### src/rtl/tagged_int_sum_product_reduce_macros.svh
// assertion macros for the tagged integer sum/product reduction block
`ifndef TAGGED_INT_SUM_PRODUCT_REDUCE_MACROS_SVH
`define TAGGED_INT_SUM_PRODUCT_REDUCE_MACROS_SVH

// same-cycle implication, disabled during reset
`define TISP_ASSERT_SAME(lbl, clk, rst, ante, cons, msg) \
   lbl: assert property (@(posedge clk) disable iff (rst) (ante) |-> (cons)) else $error(msg);

// next-cycle implication, disabled during reset
`define TISP_ASSERT_NEXT(lbl, clk, rst, ante, cons, msg) \
   lbl: assert property (@(posedge clk) disable iff (rst) (ante) |=> (cons)) else $error(msg);

`endif

### src/rtl/tisp_pkg.sv
// shared types and constants of the tagged integer sum/product reduction block
package tisp_pkg;

   localparam int IN_VALUE_WIDTH = 32;
   localparam int KIND_WIDTH     = 3;
   localparam int QUEUE_DEPTH    = 2;

   typedef enum logic [KIND_WIDTH-1:0] {
      KIND_NORMAL  = 3'd0,
      KIND_INF     = 3'd1,
      KIND_UNKNOWN = 3'd2,
      KIND_NULL    = 3'd3,
      KIND_ERROR   = 3'd4
   } kind_type;

   typedef enum logic [3:0] {
      PHASE_FINITE = 4'b0001,
      PHASE_ZERO   = 4'b0010,
      PHASE_INF    = 4'b0100,
      PHASE_DONE   = 4'b1000
   } phase_type;

   typedef enum logic {
      OP_SUM     = 1'b0,
      OP_PRODUCT = 1'b1
   } op_type;

   // classified control part of one operand
   typedef struct packed {
      op_type   op;
      kind_type kind;
      logic     inf_neg;
      logic     is_zero;
      logic     first;
      logic     last;
   } ctl_type;

   localparam int CTL_WIDTH = $bits(ctl_type);
   localparam int RSP_WIDTH = KIND_WIDTH + IN_VALUE_WIDTH;

endpackage

### src/rtl/tagged_int_sum_product_reduce.sv
// top level of the tagged integer sum/product reduction block
// usage:
//   input side is a queue: drive the req_ fields with req_push high; the item
//   is taken on a clock edge where req_full is low
//   req_first_operand starts a run and samples req_operation (sum or product)
//   req_last_operand ends the run; exactly one result item comes out for it
//   result side is a queue: while rsp_empty is low the oldest result is on
//   rsp_result_kind / rsp_result_value; pulse rsp_pop to take it
// path: a last item is written into the middle queue at the edge that takes it
//   (front classify), and the back step then moves it into the result queue,
//   from which it shows up on the result ports
// throughput: 1 item per cycle while the result queue has room; the back stage
//   does one add or one multiply on the accumulator per cycle, and that loop sets the rate
// stall: when the result queue is full the back stage holds a last item, the
//   2-entry middle queue fills and req_full rises; nothing is dropped
// reset: synchronous, clears both queues and the run state (finite phase,
//   zero accumulator, sum); an item with no first mark continues a sum from 0
module tagged_int_sum_product_reduce #(
   parameter int VALUE_WIDTH = 32
) (
   input  logic                                      clock,
   input  logic                                      reset,
   // input item channel
   input  logic                                      req_push,
   output logic                                      req_full,
   input  logic                                      req_operation,
   input  logic [tisp_pkg::KIND_WIDTH-1:0]           req_operand_kind,
   input  logic signed [tisp_pkg::IN_VALUE_WIDTH-1:0] req_operand_value,
   input  logic                                      req_first_operand,
   input  logic                                      req_last_operand,
   // result item channel
   output logic                                      rsp_empty,
   input  logic                                      rsp_pop,
   output logic [tisp_pkg::KIND_WIDTH-1:0]           rsp_result_kind,
   output logic signed [tisp_pkg::IN_VALUE_WIDTH-1:0] rsp_result_value
);

   localparam int MID_WIDTH = tisp_pkg::CTL_WIDTH + VALUE_WIDTH;

   // classified item from the front stage
   tisp_pkg::ctl_type              front_ctl;
   logic [VALUE_WIDTH-1:0]         front_value;

   // middle queue output seen by the back stage
   logic [MID_WIDTH-1:0]           mid_rd;
   logic                           mid_empty;
   tisp_pkg::ctl_type              back_ctl;
   logic [VALUE_WIDTH-1:0]         back_value;
   logic                           back_take;

   // result from the back stage
   logic                           res_push, res_full;
   tisp_pkg::kind_type             res_kind;
   logic [tisp_pkg::IN_VALUE_WIDTH-1:0] res_value;
   logic [tisp_pkg::RSP_WIDTH-1:0] rsp_rd;

   tisp_front #(
      .VALUE_WIDTH (VALUE_WIDTH)
   ) u_front (
      .operation     (req_operation),
      .operand_kind  (req_operand_kind),
      .operand_value (req_operand_value),
      .first_operand (req_first_operand),
      .last_operand  (req_last_operand),
      .ctl           (front_ctl),
      .value         (front_value)
   );

   // decouples the front from the back stage
   tisp_queue #(
      .WIDTH (MID_WIDTH),
      .DEPTH (tisp_pkg::QUEUE_DEPTH)
   ) u_mid_queue (
      .clock   (clock),
      .reset   (reset),
      .push    (req_push),
      .full    (req_full),
      .wr_data ({front_ctl, front_value}),
      .pop     (back_take),
      .empty   (mid_empty),
      .rd_data (mid_rd)
   );

   assign back_ctl   = tisp_pkg::ctl_type'(mid_rd[MID_WIDTH-1:VALUE_WIDTH]);
   assign back_value = mid_rd[VALUE_WIDTH-1:0];

   tisp_back #(
      .VALUE_WIDTH (VALUE_WIDTH)
   ) u_back (
      .clock      (clock),
      .reset      (reset),
      .item_valid (!mid_empty),
      .item_ctl   (back_ctl),
      .item_value (back_value),
      .item_take  (back_take),
      .res_full   (res_full),
      .res_push   (res_push),
      .res_kind   (res_kind),
      .res_value  (res_value)
   );

   // result queue keeps the back stage running while the receiver stalls
   tisp_queue #(
      .WIDTH (tisp_pkg::RSP_WIDTH),
      .DEPTH (tisp_pkg::QUEUE_DEPTH)
   ) u_rsp_queue (
      .clock   (clock),
      .reset   (reset),
      .push    (res_push),
      .full    (res_full),
      .wr_data ({res_kind, res_value}),
      .pop     (rsp_pop),
      .empty   (rsp_empty),
      .rd_data (rsp_rd)
   );

   assign rsp_result_kind  = rsp_rd[tisp_pkg::RSP_WIDTH-1:tisp_pkg::IN_VALUE_WIDTH];
   assign rsp_result_value = signed'(rsp_rd[tisp_pkg::IN_VALUE_WIDTH-1:0]);

endmodule

### src/rtl/tisp_queue.sv
// small register-based fifo used between the stages
module tisp_queue #(
   parameter int WIDTH = 8,
   parameter int DEPTH = 2
) (
   input  logic             clock,
   input  logic             reset,
   input  logic             push,
   output logic             full,
   input  logic [WIDTH-1:0] wr_data,
   input  logic             pop,
   output logic             empty,
   output logic [WIDTH-1:0] rd_data
);

   localparam int PTR_W = (DEPTH > 1) ? $clog2(DEPTH) : 1;
   localparam int CNT_W = $clog2(DEPTH + 1);

   logic [WIDTH-1:0] store_ff [DEPTH];
   logic [PTR_W-1:0] wr_ptr_ff, wr_ptr_in;
   logic [PTR_W-1:0] rd_ptr_ff, rd_ptr_in;
   logic [CNT_W-1:0] count_ff, count_in;
   logic             do_push, do_pop;

   assign full    = (count_ff == CNT_W'(DEPTH));
   assign empty   = (count_ff == '0);
   assign do_push = push && !full;
   assign do_pop  = pop && !empty;
   assign rd_data = store_ff[rd_ptr_ff];

   always_comb begin
      wr_ptr_in = wr_ptr_ff;
      rd_ptr_in = rd_ptr_ff;
      count_in  = count_ff;
      if (do_push) begin
         wr_ptr_in = (wr_ptr_ff == PTR_W'(DEPTH - 1)) ? '0 : wr_ptr_ff + 1'b1;
      end
      if (do_pop) begin
         rd_ptr_in = (rd_ptr_ff == PTR_W'(DEPTH - 1)) ? '0 : rd_ptr_ff + 1'b1;
      end
      if (do_push && !do_pop) begin
         count_in = count_ff + 1'b1;
      end else if (do_pop && !do_push) begin
         count_in = count_ff - 1'b1;
      end
   end

   always_ff @(posedge clock) begin
      if (reset) begin
         wr_ptr_ff <= '0;
         rd_ptr_ff <= '0;
         count_ff  <= '0;
      end else begin
         wr_ptr_ff <= wr_ptr_in;
         rd_ptr_ff <= rd_ptr_in;
         count_ff  <= count_in;
      end
   end

   always_ff @(posedge clock) begin
      if (do_push) begin
         store_ff[wr_ptr_ff] <= wr_data;
      end
   end

endmodule

### src/rtl/tisp_front.sv
// front stage: classifies an incoming operand
module tisp_front #(
   parameter int VALUE_WIDTH = 32
) (
   input  logic                                 operation,
   input  logic [tisp_pkg::KIND_WIDTH-1:0]      operand_kind,
   input  logic signed [tisp_pkg::IN_VALUE_WIDTH-1:0] operand_value,
   input  logic                                 first_operand,
   input  logic                                 last_operand,
   output tisp_pkg::ctl_type                    ctl,
   output logic [VALUE_WIDTH-1:0]               value
);

   tisp_pkg::kind_type kind;

   // out-of-range kind codes count as error
   always_comb begin
      case (operand_kind) inside
         [tisp_pkg::KIND_NORMAL:tisp_pkg::KIND_ERROR]:
            kind = tisp_pkg::kind_type'(operand_kind);
         default: kind = tisp_pkg::KIND_ERROR;
      endcase
   end

   // sign-extend or cut to the accumulator width
   assign value = VALUE_WIDTH'(operand_value);

   always_comb begin
      ctl.op      = tisp_pkg::op_type'(operation);
      ctl.kind    = kind;
      // zero counts as a negative infinity
      ctl.inf_neg = operand_value[tisp_pkg::IN_VALUE_WIDTH-1] || (operand_value == '0);
      ctl.is_zero = (value == '0);
      ctl.first   = first_operand;
      ctl.last    = last_operand;
   end

endmodule

### src/rtl/tisp_back.sv
// back stage: reduction state machine and result forming
`include "tagged_int_sum_product_reduce_macros.svh"

module tisp_back #(
   parameter int VALUE_WIDTH = 32
) (
   input  logic                                  clock,
   input  logic                                  reset,
   input  logic                                  item_valid,
   input  tisp_pkg::ctl_type                     item_ctl,
   input  logic [VALUE_WIDTH-1:0]                item_value,
   output logic                                  item_take,
   input  logic                                  res_full,
   output logic                                  res_push,
   output tisp_pkg::kind_type                    res_kind,
   output logic [tisp_pkg::IN_VALUE_WIDTH-1:0]   res_value
);

   tisp_pkg::phase_type    phase_ff, phase_in, phase_s, phase_x;
   logic [VALUE_WIDTH-1:0] acc_ff, acc_in, acc_s, acc_x, product;
   logic                   unk_ff, unk_in, unk_s, unk_x;
   tisp_pkg::kind_type     fkind_ff, fkind_in, fkind_s, fkind_x;
   tisp_pkg::op_type       op_ff, op_in, op_s;
   logic                   acc_neg, ones;
   logic                   run_clear, inf_phase, acc_unit;

   assign item_take = item_valid && !(item_ctl.last && res_full);
   assign res_push  = item_take && item_ctl.last;

   // state seen by this operand, after a run start
   always_comb begin
      if (item_ctl.first) begin
         phase_s = tisp_pkg::PHASE_FINITE;
         unk_s   = 1'b0;
         fkind_s = tisp_pkg::KIND_NORMAL;
         op_s    = item_ctl.op;
         acc_s   = (item_ctl.op == tisp_pkg::OP_PRODUCT) ? VALUE_WIDTH'(1) : '0;
      end else begin
         phase_s = phase_ff;
         unk_s   = unk_ff;
         fkind_s = fkind_ff;
         op_s    = op_ff;
         acc_s   = acc_ff;
      end
   end

   assign acc_neg = acc_s[VALUE_WIDTH-1];
   assign product = acc_s * item_value;
   assign ones    = 1'b1;

   always_comb begin
      phase_x = phase_s;
      unk_x   = unk_s;
      fkind_x = fkind_s;
      acc_x   = acc_s;
      if (op_s == tisp_pkg::OP_SUM) begin
         case (phase_s)
            tisp_pkg::PHASE_FINITE: begin
               case (item_ctl.kind)
                  tisp_pkg::KIND_NORMAL: acc_x = acc_s + item_value;
                  tisp_pkg::KIND_INF: begin
                     unk_x   = 1'b0;
                     acc_x   = item_ctl.inf_neg ? {VALUE_WIDTH{ones}} : VALUE_WIDTH'(1);
                     phase_x = tisp_pkg::PHASE_INF;
                  end
                  tisp_pkg::KIND_UNKNOWN: unk_x = 1'b1;
                  default: begin
                     phase_x = tisp_pkg::PHASE_DONE;
                     fkind_x = item_ctl.kind;
                  end
               endcase
            end
            tisp_pkg::PHASE_INF: begin
               case (item_ctl.kind)
                  tisp_pkg::KIND_INF: begin
                     // opposite signs cancel into an error
                     if (acc_neg != item_ctl.inf_neg) begin
                        phase_x = tisp_pkg::PHASE_DONE;
                        fkind_x = tisp_pkg::KIND_ERROR;
                     end
                  end
                  tisp_pkg::KIND_NULL, tisp_pkg::KIND_ERROR: begin
                     phase_x = tisp_pkg::PHASE_DONE;
                     fkind_x = item_ctl.kind;
                  end
                  default: ;
               endcase
            end
            default: ;
         endcase
      end else begin
         case (phase_s)
            tisp_pkg::PHASE_FINITE: begin
               case (item_ctl.kind)
                  tisp_pkg::KIND_NORMAL: begin
                     if (item_ctl.is_zero) begin
                        acc_x   = '0;
                        unk_x   = 1'b0;
                        phase_x = tisp_pkg::PHASE_ZERO;
                     end else begin
                        acc_x = product;
                     end
                  end
                  tisp_pkg::KIND_INF: begin
                     acc_x   = (acc_neg != item_ctl.inf_neg) ? {VALUE_WIDTH{ones}}
                                                             : VALUE_WIDTH'(1);
                     phase_x = tisp_pkg::PHASE_INF;
                  end
                  tisp_pkg::KIND_UNKNOWN: unk_x = 1'b1;
                  default: begin
                     phase_x = tisp_pkg::PHASE_DONE;
                     fkind_x = item_ctl.kind;
                  end
               endcase
            end
            tisp_pkg::PHASE_INF: begin
               case (item_ctl.kind)
                  tisp_pkg::KIND_NORMAL: begin
                     if (item_ctl.is_zero) begin
                        phase_x = tisp_pkg::PHASE_DONE;
                        fkind_x = tisp_pkg::KIND_ERROR;
                     end else if (item_value[VALUE_WIDTH-1]) begin
                        acc_x = '0 - acc_s;
                     end
                  end
                  tisp_pkg::KIND_INF: begin
                     if (item_ctl.inf_neg) begin
                        acc_x = '0 - acc_s;
                     end
                  end
                  tisp_pkg::KIND_UNKNOWN: unk_x = 1'b1;
                  default: begin
                     phase_x = tisp_pkg::PHASE_DONE;
                     fkind_x = item_ctl.kind;
                  end
               endcase
            end
            tisp_pkg::PHASE_ZERO: begin
               case (item_ctl.kind)
                  tisp_pkg::KIND_INF: begin
                     phase_x = tisp_pkg::PHASE_DONE;
                     fkind_x = tisp_pkg::KIND_ERROR;
                  end
                  tisp_pkg::KIND_NULL, tisp_pkg::KIND_ERROR: begin
                     phase_x = tisp_pkg::PHASE_DONE;
                     fkind_x = item_ctl.kind;
                  end
                  default: ;
               endcase
            end
            default: ;
         endcase
      end
   end

   // result of the run, taken on its last operand
   always_comb begin
      res_value = '0;
      if (phase_x == tisp_pkg::PHASE_DONE) begin
         res_kind = fkind_x;
      end else if (unk_x) begin
         res_kind = tisp_pkg::KIND_UNKNOWN;
      end else begin
         res_kind  = (phase_x == tisp_pkg::PHASE_INF) ? tisp_pkg::KIND_INF
                                                      : tisp_pkg::KIND_NORMAL;
         res_value = tisp_pkg::IN_VALUE_WIDTH'(signed'(acc_x));
      end
   end

   always_comb begin
      phase_in = phase_ff;
      acc_in   = acc_ff;
      unk_in   = unk_ff;
      fkind_in = fkind_ff;
      op_in    = op_ff;
      if (item_take) begin
         if (item_ctl.last) begin
            phase_in = tisp_pkg::PHASE_FINITE;
            acc_in   = '0;
            unk_in   = 1'b0;
            fkind_in = tisp_pkg::KIND_NORMAL;
            op_in    = tisp_pkg::OP_SUM;
         end else begin
            phase_in = phase_x;
            acc_in   = acc_x;
            unk_in   = unk_x;
            fkind_in = fkind_x;
            op_in    = op_s;
         end
      end
   end

   always_ff @(posedge clock) begin
      if (reset) begin
         phase_ff <= tisp_pkg::PHASE_FINITE;
         acc_ff   <= '0;
         unk_ff   <= 1'b0;
         fkind_ff <= tisp_pkg::KIND_NORMAL;
         op_ff    <= tisp_pkg::OP_SUM;
      end else begin
         phase_ff <= phase_in;
         acc_ff   <= acc_in;
         unk_ff   <= unk_in;
         fkind_ff <= fkind_in;
         op_ff    <= op_in;
      end
   end

   // terms for the checks below
   assign run_clear = (phase_ff == tisp_pkg::PHASE_FINITE) && !unk_ff &&
                      (op_ff == tisp_pkg::OP_SUM) && (acc_ff == '0);
   assign inf_phase = (phase_ff == tisp_pkg::PHASE_INF);
   assign acc_unit  = (acc_ff == VALUE_WIDTH'(1)) || (acc_ff == {VALUE_WIDTH{1'b1}});

   `TISP_ASSERT_NEXT(a_last_clears_run, clock, reset, res_push, run_clear, "run not cleared")
   `TISP_ASSERT_SAME(a_push_has_room, clock, reset, res_push, !res_full, "push into full queue")
   `TISP_ASSERT_SAME(a_inf_acc_unit, clock, reset, inf_phase, acc_unit, "acc not a unit sign")

endmodule
### config.mk
export PLATFORM = sky130hd
export DESIGN_NAME = tagged_int_sum_product_reduce
export DESIGN_NICKNAME = d
export VERILOG_FILES = /design/src/rtl/tisp_pkg.sv /design/src/rtl/tagged_int_sum_product_reduce.sv /design/src/rtl/tisp_queue.sv /design/src/rtl/tisp_front.sv /design/src/rtl/tisp_back.sv
export VERILOG_INCLUDE_DIRS = /design/src /design/src/rtl
export SDC_FILE = /design/constraint.sdc
export NUM_CORES = 2
export LEC_CHECK = 0
export BUFFER_PORTS_ARGS = -buffer_cell sky130_fd_sc_hd__clkbuf_2
export CORE_UTILIZATION = 30
export DETAILED_ROUTE_END_ITERATION = 16
export SYNTH_ARGS = -nofsm -noshare
export SYNTH_HDL_FRONTEND = slang
export SYNTH_HIERARCHICAL = 1
export SYNTH_SLANG_ARGS = --single-unit
### constraint.sdc
create_clock -name clock -period 21.2 [get_ports clock]
set_clock_uncertainty 0.05 [all_clocks]
set_input_delay 2.12 -clock clock [delete_from_list [all_inputs] [get_ports clock]]
set_output_delay 2.12 -clock clock [all_outputs]
set_load 0.01 [all_outputs]
==> key figures <==
Job
  • Max Cap Violations: 0

Yosys
  • Cell Area, Synth: 28000 um^2
  • Compound-gate portion of the synthesized area: between 10% and 20%
  • Proportion of register bits with asynchronous set or reset after synthesis: 0%
  • Basic-gate share of the synthesized area counting and, or, nand and nor cells: between 10% and 20%
  • Number of cells produced by synthesis: 2984
  • Share of synthesized area spent on multiplexers: 3.14%
  • Number of different library cells in the post-synthesis netlist: 95
  • Number of enable-type register cells in the synthesized netlist: 150
  • Post-Syn Area per Cell: between 9 and 10 um^2
  • Number of warnings reported in the yosys synthesis log: 6
  • Main flop type after synthesis: sky130_fd_sc_hd__edfxtp_1
  • Post-Syn Nets: around 3600
  • Number of flip-flops and latches in the synthesized netlist: 201
  • Largest family of logic cells by synthesized area: adder cells
  • Area share of fa/ha/maj cells after synthesis: a little over a third
  • Synth Area in XOR/XNOR: 3.71%
  • Register area share after synthesis: approximately 20%

Power and ir drop
  • Maximum resistive drop on vdd: around 0.089 mV
  • Pwr per Cell Area: 106 nW/um^2
  • Standby leakage power: 13.1 nW

Global route
  • Global route overflow: 0
  • Initial antenna violation count: 2
  • Wire length of the first global-routing pass: about 130000 um
  • Number of global-route vias before repair: 21909
  • Pin count of the biggest net entering global routing: 55
  • Overall track demand over capacity in global routing: 18.5%

Timing
  • Setup violations, final: 0
  • Final cycle utilization of the critical path: between 40 and 50%
  • Fmax: about 0.11 GHz
  • Total count of hold-check failures in the final report: 0
  • Max-slew violation total from the final report: 0
  • Shortest clock period the worst path allows after layout: 9430 ps
  • Final worst slack: 11770 ps
  • Unrepaired setup endpoints after global routing: no
  • Setup total negative slack: 0 ps
  • Relative slew margins: a little under a third
  • Slew at the pin closest to its max-slew limit: 1040 ps

Clock network
  • # clock sinks: 201
  • Buffer cell driving the clock tree root: sky130_fd_sc_hd__clkbuf_16
  • Buffer count from post-CTS setup fixing: 0
  • Number of gates given a new drive strength after cts: 0
  • Number of buffers inserted for hold repair after clock tree synthesis: 0
  • Skew-Pair Late Insertion Delay: 550 ps
  • Clock transition at path regs: 60 ps
  • Number of clock buffers inserted by TritonCTS: 22
  • Max Buffers Root-to-Sink: 3
  • Depth of the CTS H-tree: 1
  • CTS tree: built

Floorplan
  • Area of the core: 92100 um^2
  • DIE AREA: 94500 um^2
  • Die Y: between 300 and 400 um
  • Total I/O pin count: 79
  • Rows: roughly 110
  • Horiz. Die Dim: 307 um
  • Initial Utilization: between 30% and 40%

Routing
  • Post-route ant nets: 0
  • Post-detailed-route wirelength per cell: about 21 um
  • Initial DRC Count: 1784
  • Via count of the routed design: between 20000 and 25000
  • Post-detailed-route DRC marker count: 0
  • Final WL: ~86000 um
  • First-pass iteration count of the detailed router: 9
  • Detailed-route vias per instance: just over 5

Min path
  • Type of the worst min-delay path: flop to flop

Worst setup path
  • Endpoint arrival time on the critical path: 9710 ps
  • CP Launch Type: flop
  • CP Max Fanout: 54
  • Worst path required time: 21480 ps
  • Kind of end point of the critical path: flop
  • Worst Setup Path Type: flop to flop

Placement
  • Port Buffer Count: 78
  • Pre-CTS setup slack: 11990 ps
  • Routability-driven placement congestion ratio: ~0.99
  • Half-perimeter wire length after detailed placement: between 60000 and 70000 um

Final layout
  • Antenna cells: 0
  • Share of cells above drive strength 1: 9.92%
  • Area growth from synthesis to layout: 7.41%
  • Filler instances: 9495
  • Post-layout nets: 3545

Status
  • Result of the run: completed
final cells by class:
class                      count  area (um^2)  area share, %
inverter                     411         1540           5.13
multi-input combinational   2177        20000           66.5
sequential                   201         5530           18.4
clock inverter                11          108          0.358
timing repair buffer         124          736           2.45
clock buffer                  29          587           1.95
tap                         1243         1560           5.18
power by group:
group          leakage, nW  switching (W)  internal [W]
clock network        0.332       0.000160      0.000210
logic                 11.0        0.00146      0.000777
registers             1.82      0.0000383      0.000535
cells in the mapped netlist, types with 42 or more instances:
library cell               count  area share [%]
sky130_fd_sc_hd__xor2_1       42             1.3
sky130_fd_sc_hd__clkbuf_1    120             1.6
sky130_fd_sc_hd__ha_1        157             7.0
sky130_fd_sc_hd__dfxtp_1      51             3.6
sky130_fd_sc_hd__a21oi_1     124             2.2
sky130_fd_sc_hd__fa_1        409              29
sky130_fd_sc_hd__inv_1       409             5.5
sky130_fd_sc_hd__nand2_1     317             4.3
sky130_fd_sc_hd__o21ai_0      92             1.6
sky130_fd_sc_hd__xnor2_1      72             2.3
sky130_fd_sc_hd__edfxtp_1    150              16
sky130_fd_sc_hd__nor2b_1      52             1.2
sky130_fd_sc_hd__mux2_2       75             3.0
sky130_fd_sc_hd__and2_1      303             6.8
sky130_fd_sc_hd__nor2_1      140             1.9
routing by layer:
layer  GRT usage (%)  vias up  wire (um)
met4            5.92        4       2940
li1                -     9521          -
met1            25.5    10800      37900
met5               0        -         24
met2            30.3      824      39900
met3            1.99      141       5540
worst paths after layout:
path	from	end	slack, ps	cells after the start
worst min register to register	u_mid_queue/wr_ptr_ff	u_mid_queue/wr_ptr_ff	440	2
worst max-delay path	flop	u_rsp_queue/store_ff[1][30]	11770	26
worst min-delay path	u_mid_queue/wr_ptr_ff	u_mid_queue/wr_ptr_ff	440	2
worst max register to register	flop	u_rsp_queue/store_ff[1][30]	11770	26
critical path, stage by stage, from the launching register on:
cell	delay, ps
sky130_fd_sc_hd__dfxtp_2	330
sky130_fd_sc_hd__mux2_2	320
sky130_fd_sc_hd__buf_4	340
sky130_fd_sc_hd__nor2b_2	790
sky130_fd_sc_hd__buf_4	370
sky130_fd_sc_hd__ha_1	370
sky130_fd_sc_hd__fa_1	470
sky130_fd_sc_hd__inv_1	80
sky130_fd_sc_hd__fa_1	430
sky130_fd_sc_hd__fa_1	540
sky130_fd_sc_hd__inv_1	50
sky130_fd_sc_hd__fa_1	390
sky130_fd_sc_hd__fa_1	470
sky130_fd_sc_hd__fa_1	580
sky130_fd_sc_hd__fa_1	430
sky130_fd_sc_hd__fa_1	460
sky130_fd_sc_hd__ha_1	410
sky130_fd_sc_hd__a21o_1	190
sky130_fd_sc_hd__a21o_1	180
sky130_fd_sc_hd__a2111oi_0	420
sky130_fd_sc_hd__nor3_1	150
sky130_fd_sc_hd__a31oi_1	370
sky130_fd_sc_hd__xnor2_1	170
sky130_fd_sc_hd__a21oi_1	90
sky130_fd_sc_hd__a211oi_1	390
sky130_fd_sc_hd__nand2_1	170
sky130_fd_sc_hd__a21oi_1	220
kinds of logic after synthesis:
group,after synthesis
muxes,78
buffers and inverters,606
DFF,201
xor gates and xnor gates,116
adders and majority gates,566
and+or+nand+nor,968
AOI/OAI and AO/OA,449
registers in the layout (all words and copies together) (netlist names), named ones only:
register and count:
u_back/phase_ff 4, u_mid_queue/rd_ptr_ff 1, u_back/op_ff 1, u_mid_queue/wr_ptr_ff 1, u_back/fkind_ff 3, u_back/acc_ff 32
u_mid_queue/count_ff 2, u_mid_queue/store_ff 80, u_rsp_queue/rd_ptr_ff 1, u_rsp_queue/count_ff 2, u_rsp_queue/wr_ptr_ff 1, u_rsp_queue/store_ff 70
u_back/unk_ff 1
cell usage in the layout (no fill, tap or decap), types with 19 or more instances in the layout:
master / Yosys / routed
sky130_fd_sc_hd__nor2_1: 140 / 140
sky130_fd_sc_hd__nor2b_1: 52 / 43
sky130_fd_sc_hd__clkbuf_2: 1 / 78
sky130_fd_sc_hd__o21ai_0: 92 / 92
sky130_fd_sc_hd__fa_1: 409 / 409
sky130_fd_sc_hd__nand2_1: 317 / 317
sky130_fd_sc_hd__and2_1: 303 / 302
sky130_fd_sc_hd__nor3_1: 27 / 27
sky130_fd_sc_hd__buf_4: 40 / 46
sky130_fd_sc_hd__edfxtp_1: 150 / 150
sky130_fd_sc_hd__a31oi_1: 19 / 19
sky130_fd_sc_hd__a21oi_1: 124 / 124
sky130_fd_sc_hd__xor2_1: 42 / 42
sky130_fd_sc_hd__xnor2_1: 72 / 72
sky130_fd_sc_hd__nand3_1: 20 / 20
sky130_fd_sc_hd__inv_1: 409 / 409
sky130_fd_sc_hd__dfxtp_1: 51 / 50
sky130_fd_sc_hd__ha_1: 157 / 157
sky130_fd_sc_hd__mux2_2: 75 / 75
sky130_fd_sc_hd__clkbuf_16: 0 / 22
sky130_fd_sc_hd__a21o_1: 36 / 36
through the flow:
stage	hold WS [ps]	area (um^2)	util, %	power (W)	cells
floorplan	389	28000	-	0.00207	2984
global placement	415	29400	31.9	0.00279	4156
detailed placement	408	29400	31.9	0.00279	4156
CTS	429	30000	32.6	0.00318	4196
global route	466	30000	32.6	0.00343	4196
finish	436	30000	32.6	0.00318	4196
Power figures use the tool's default switching activity.
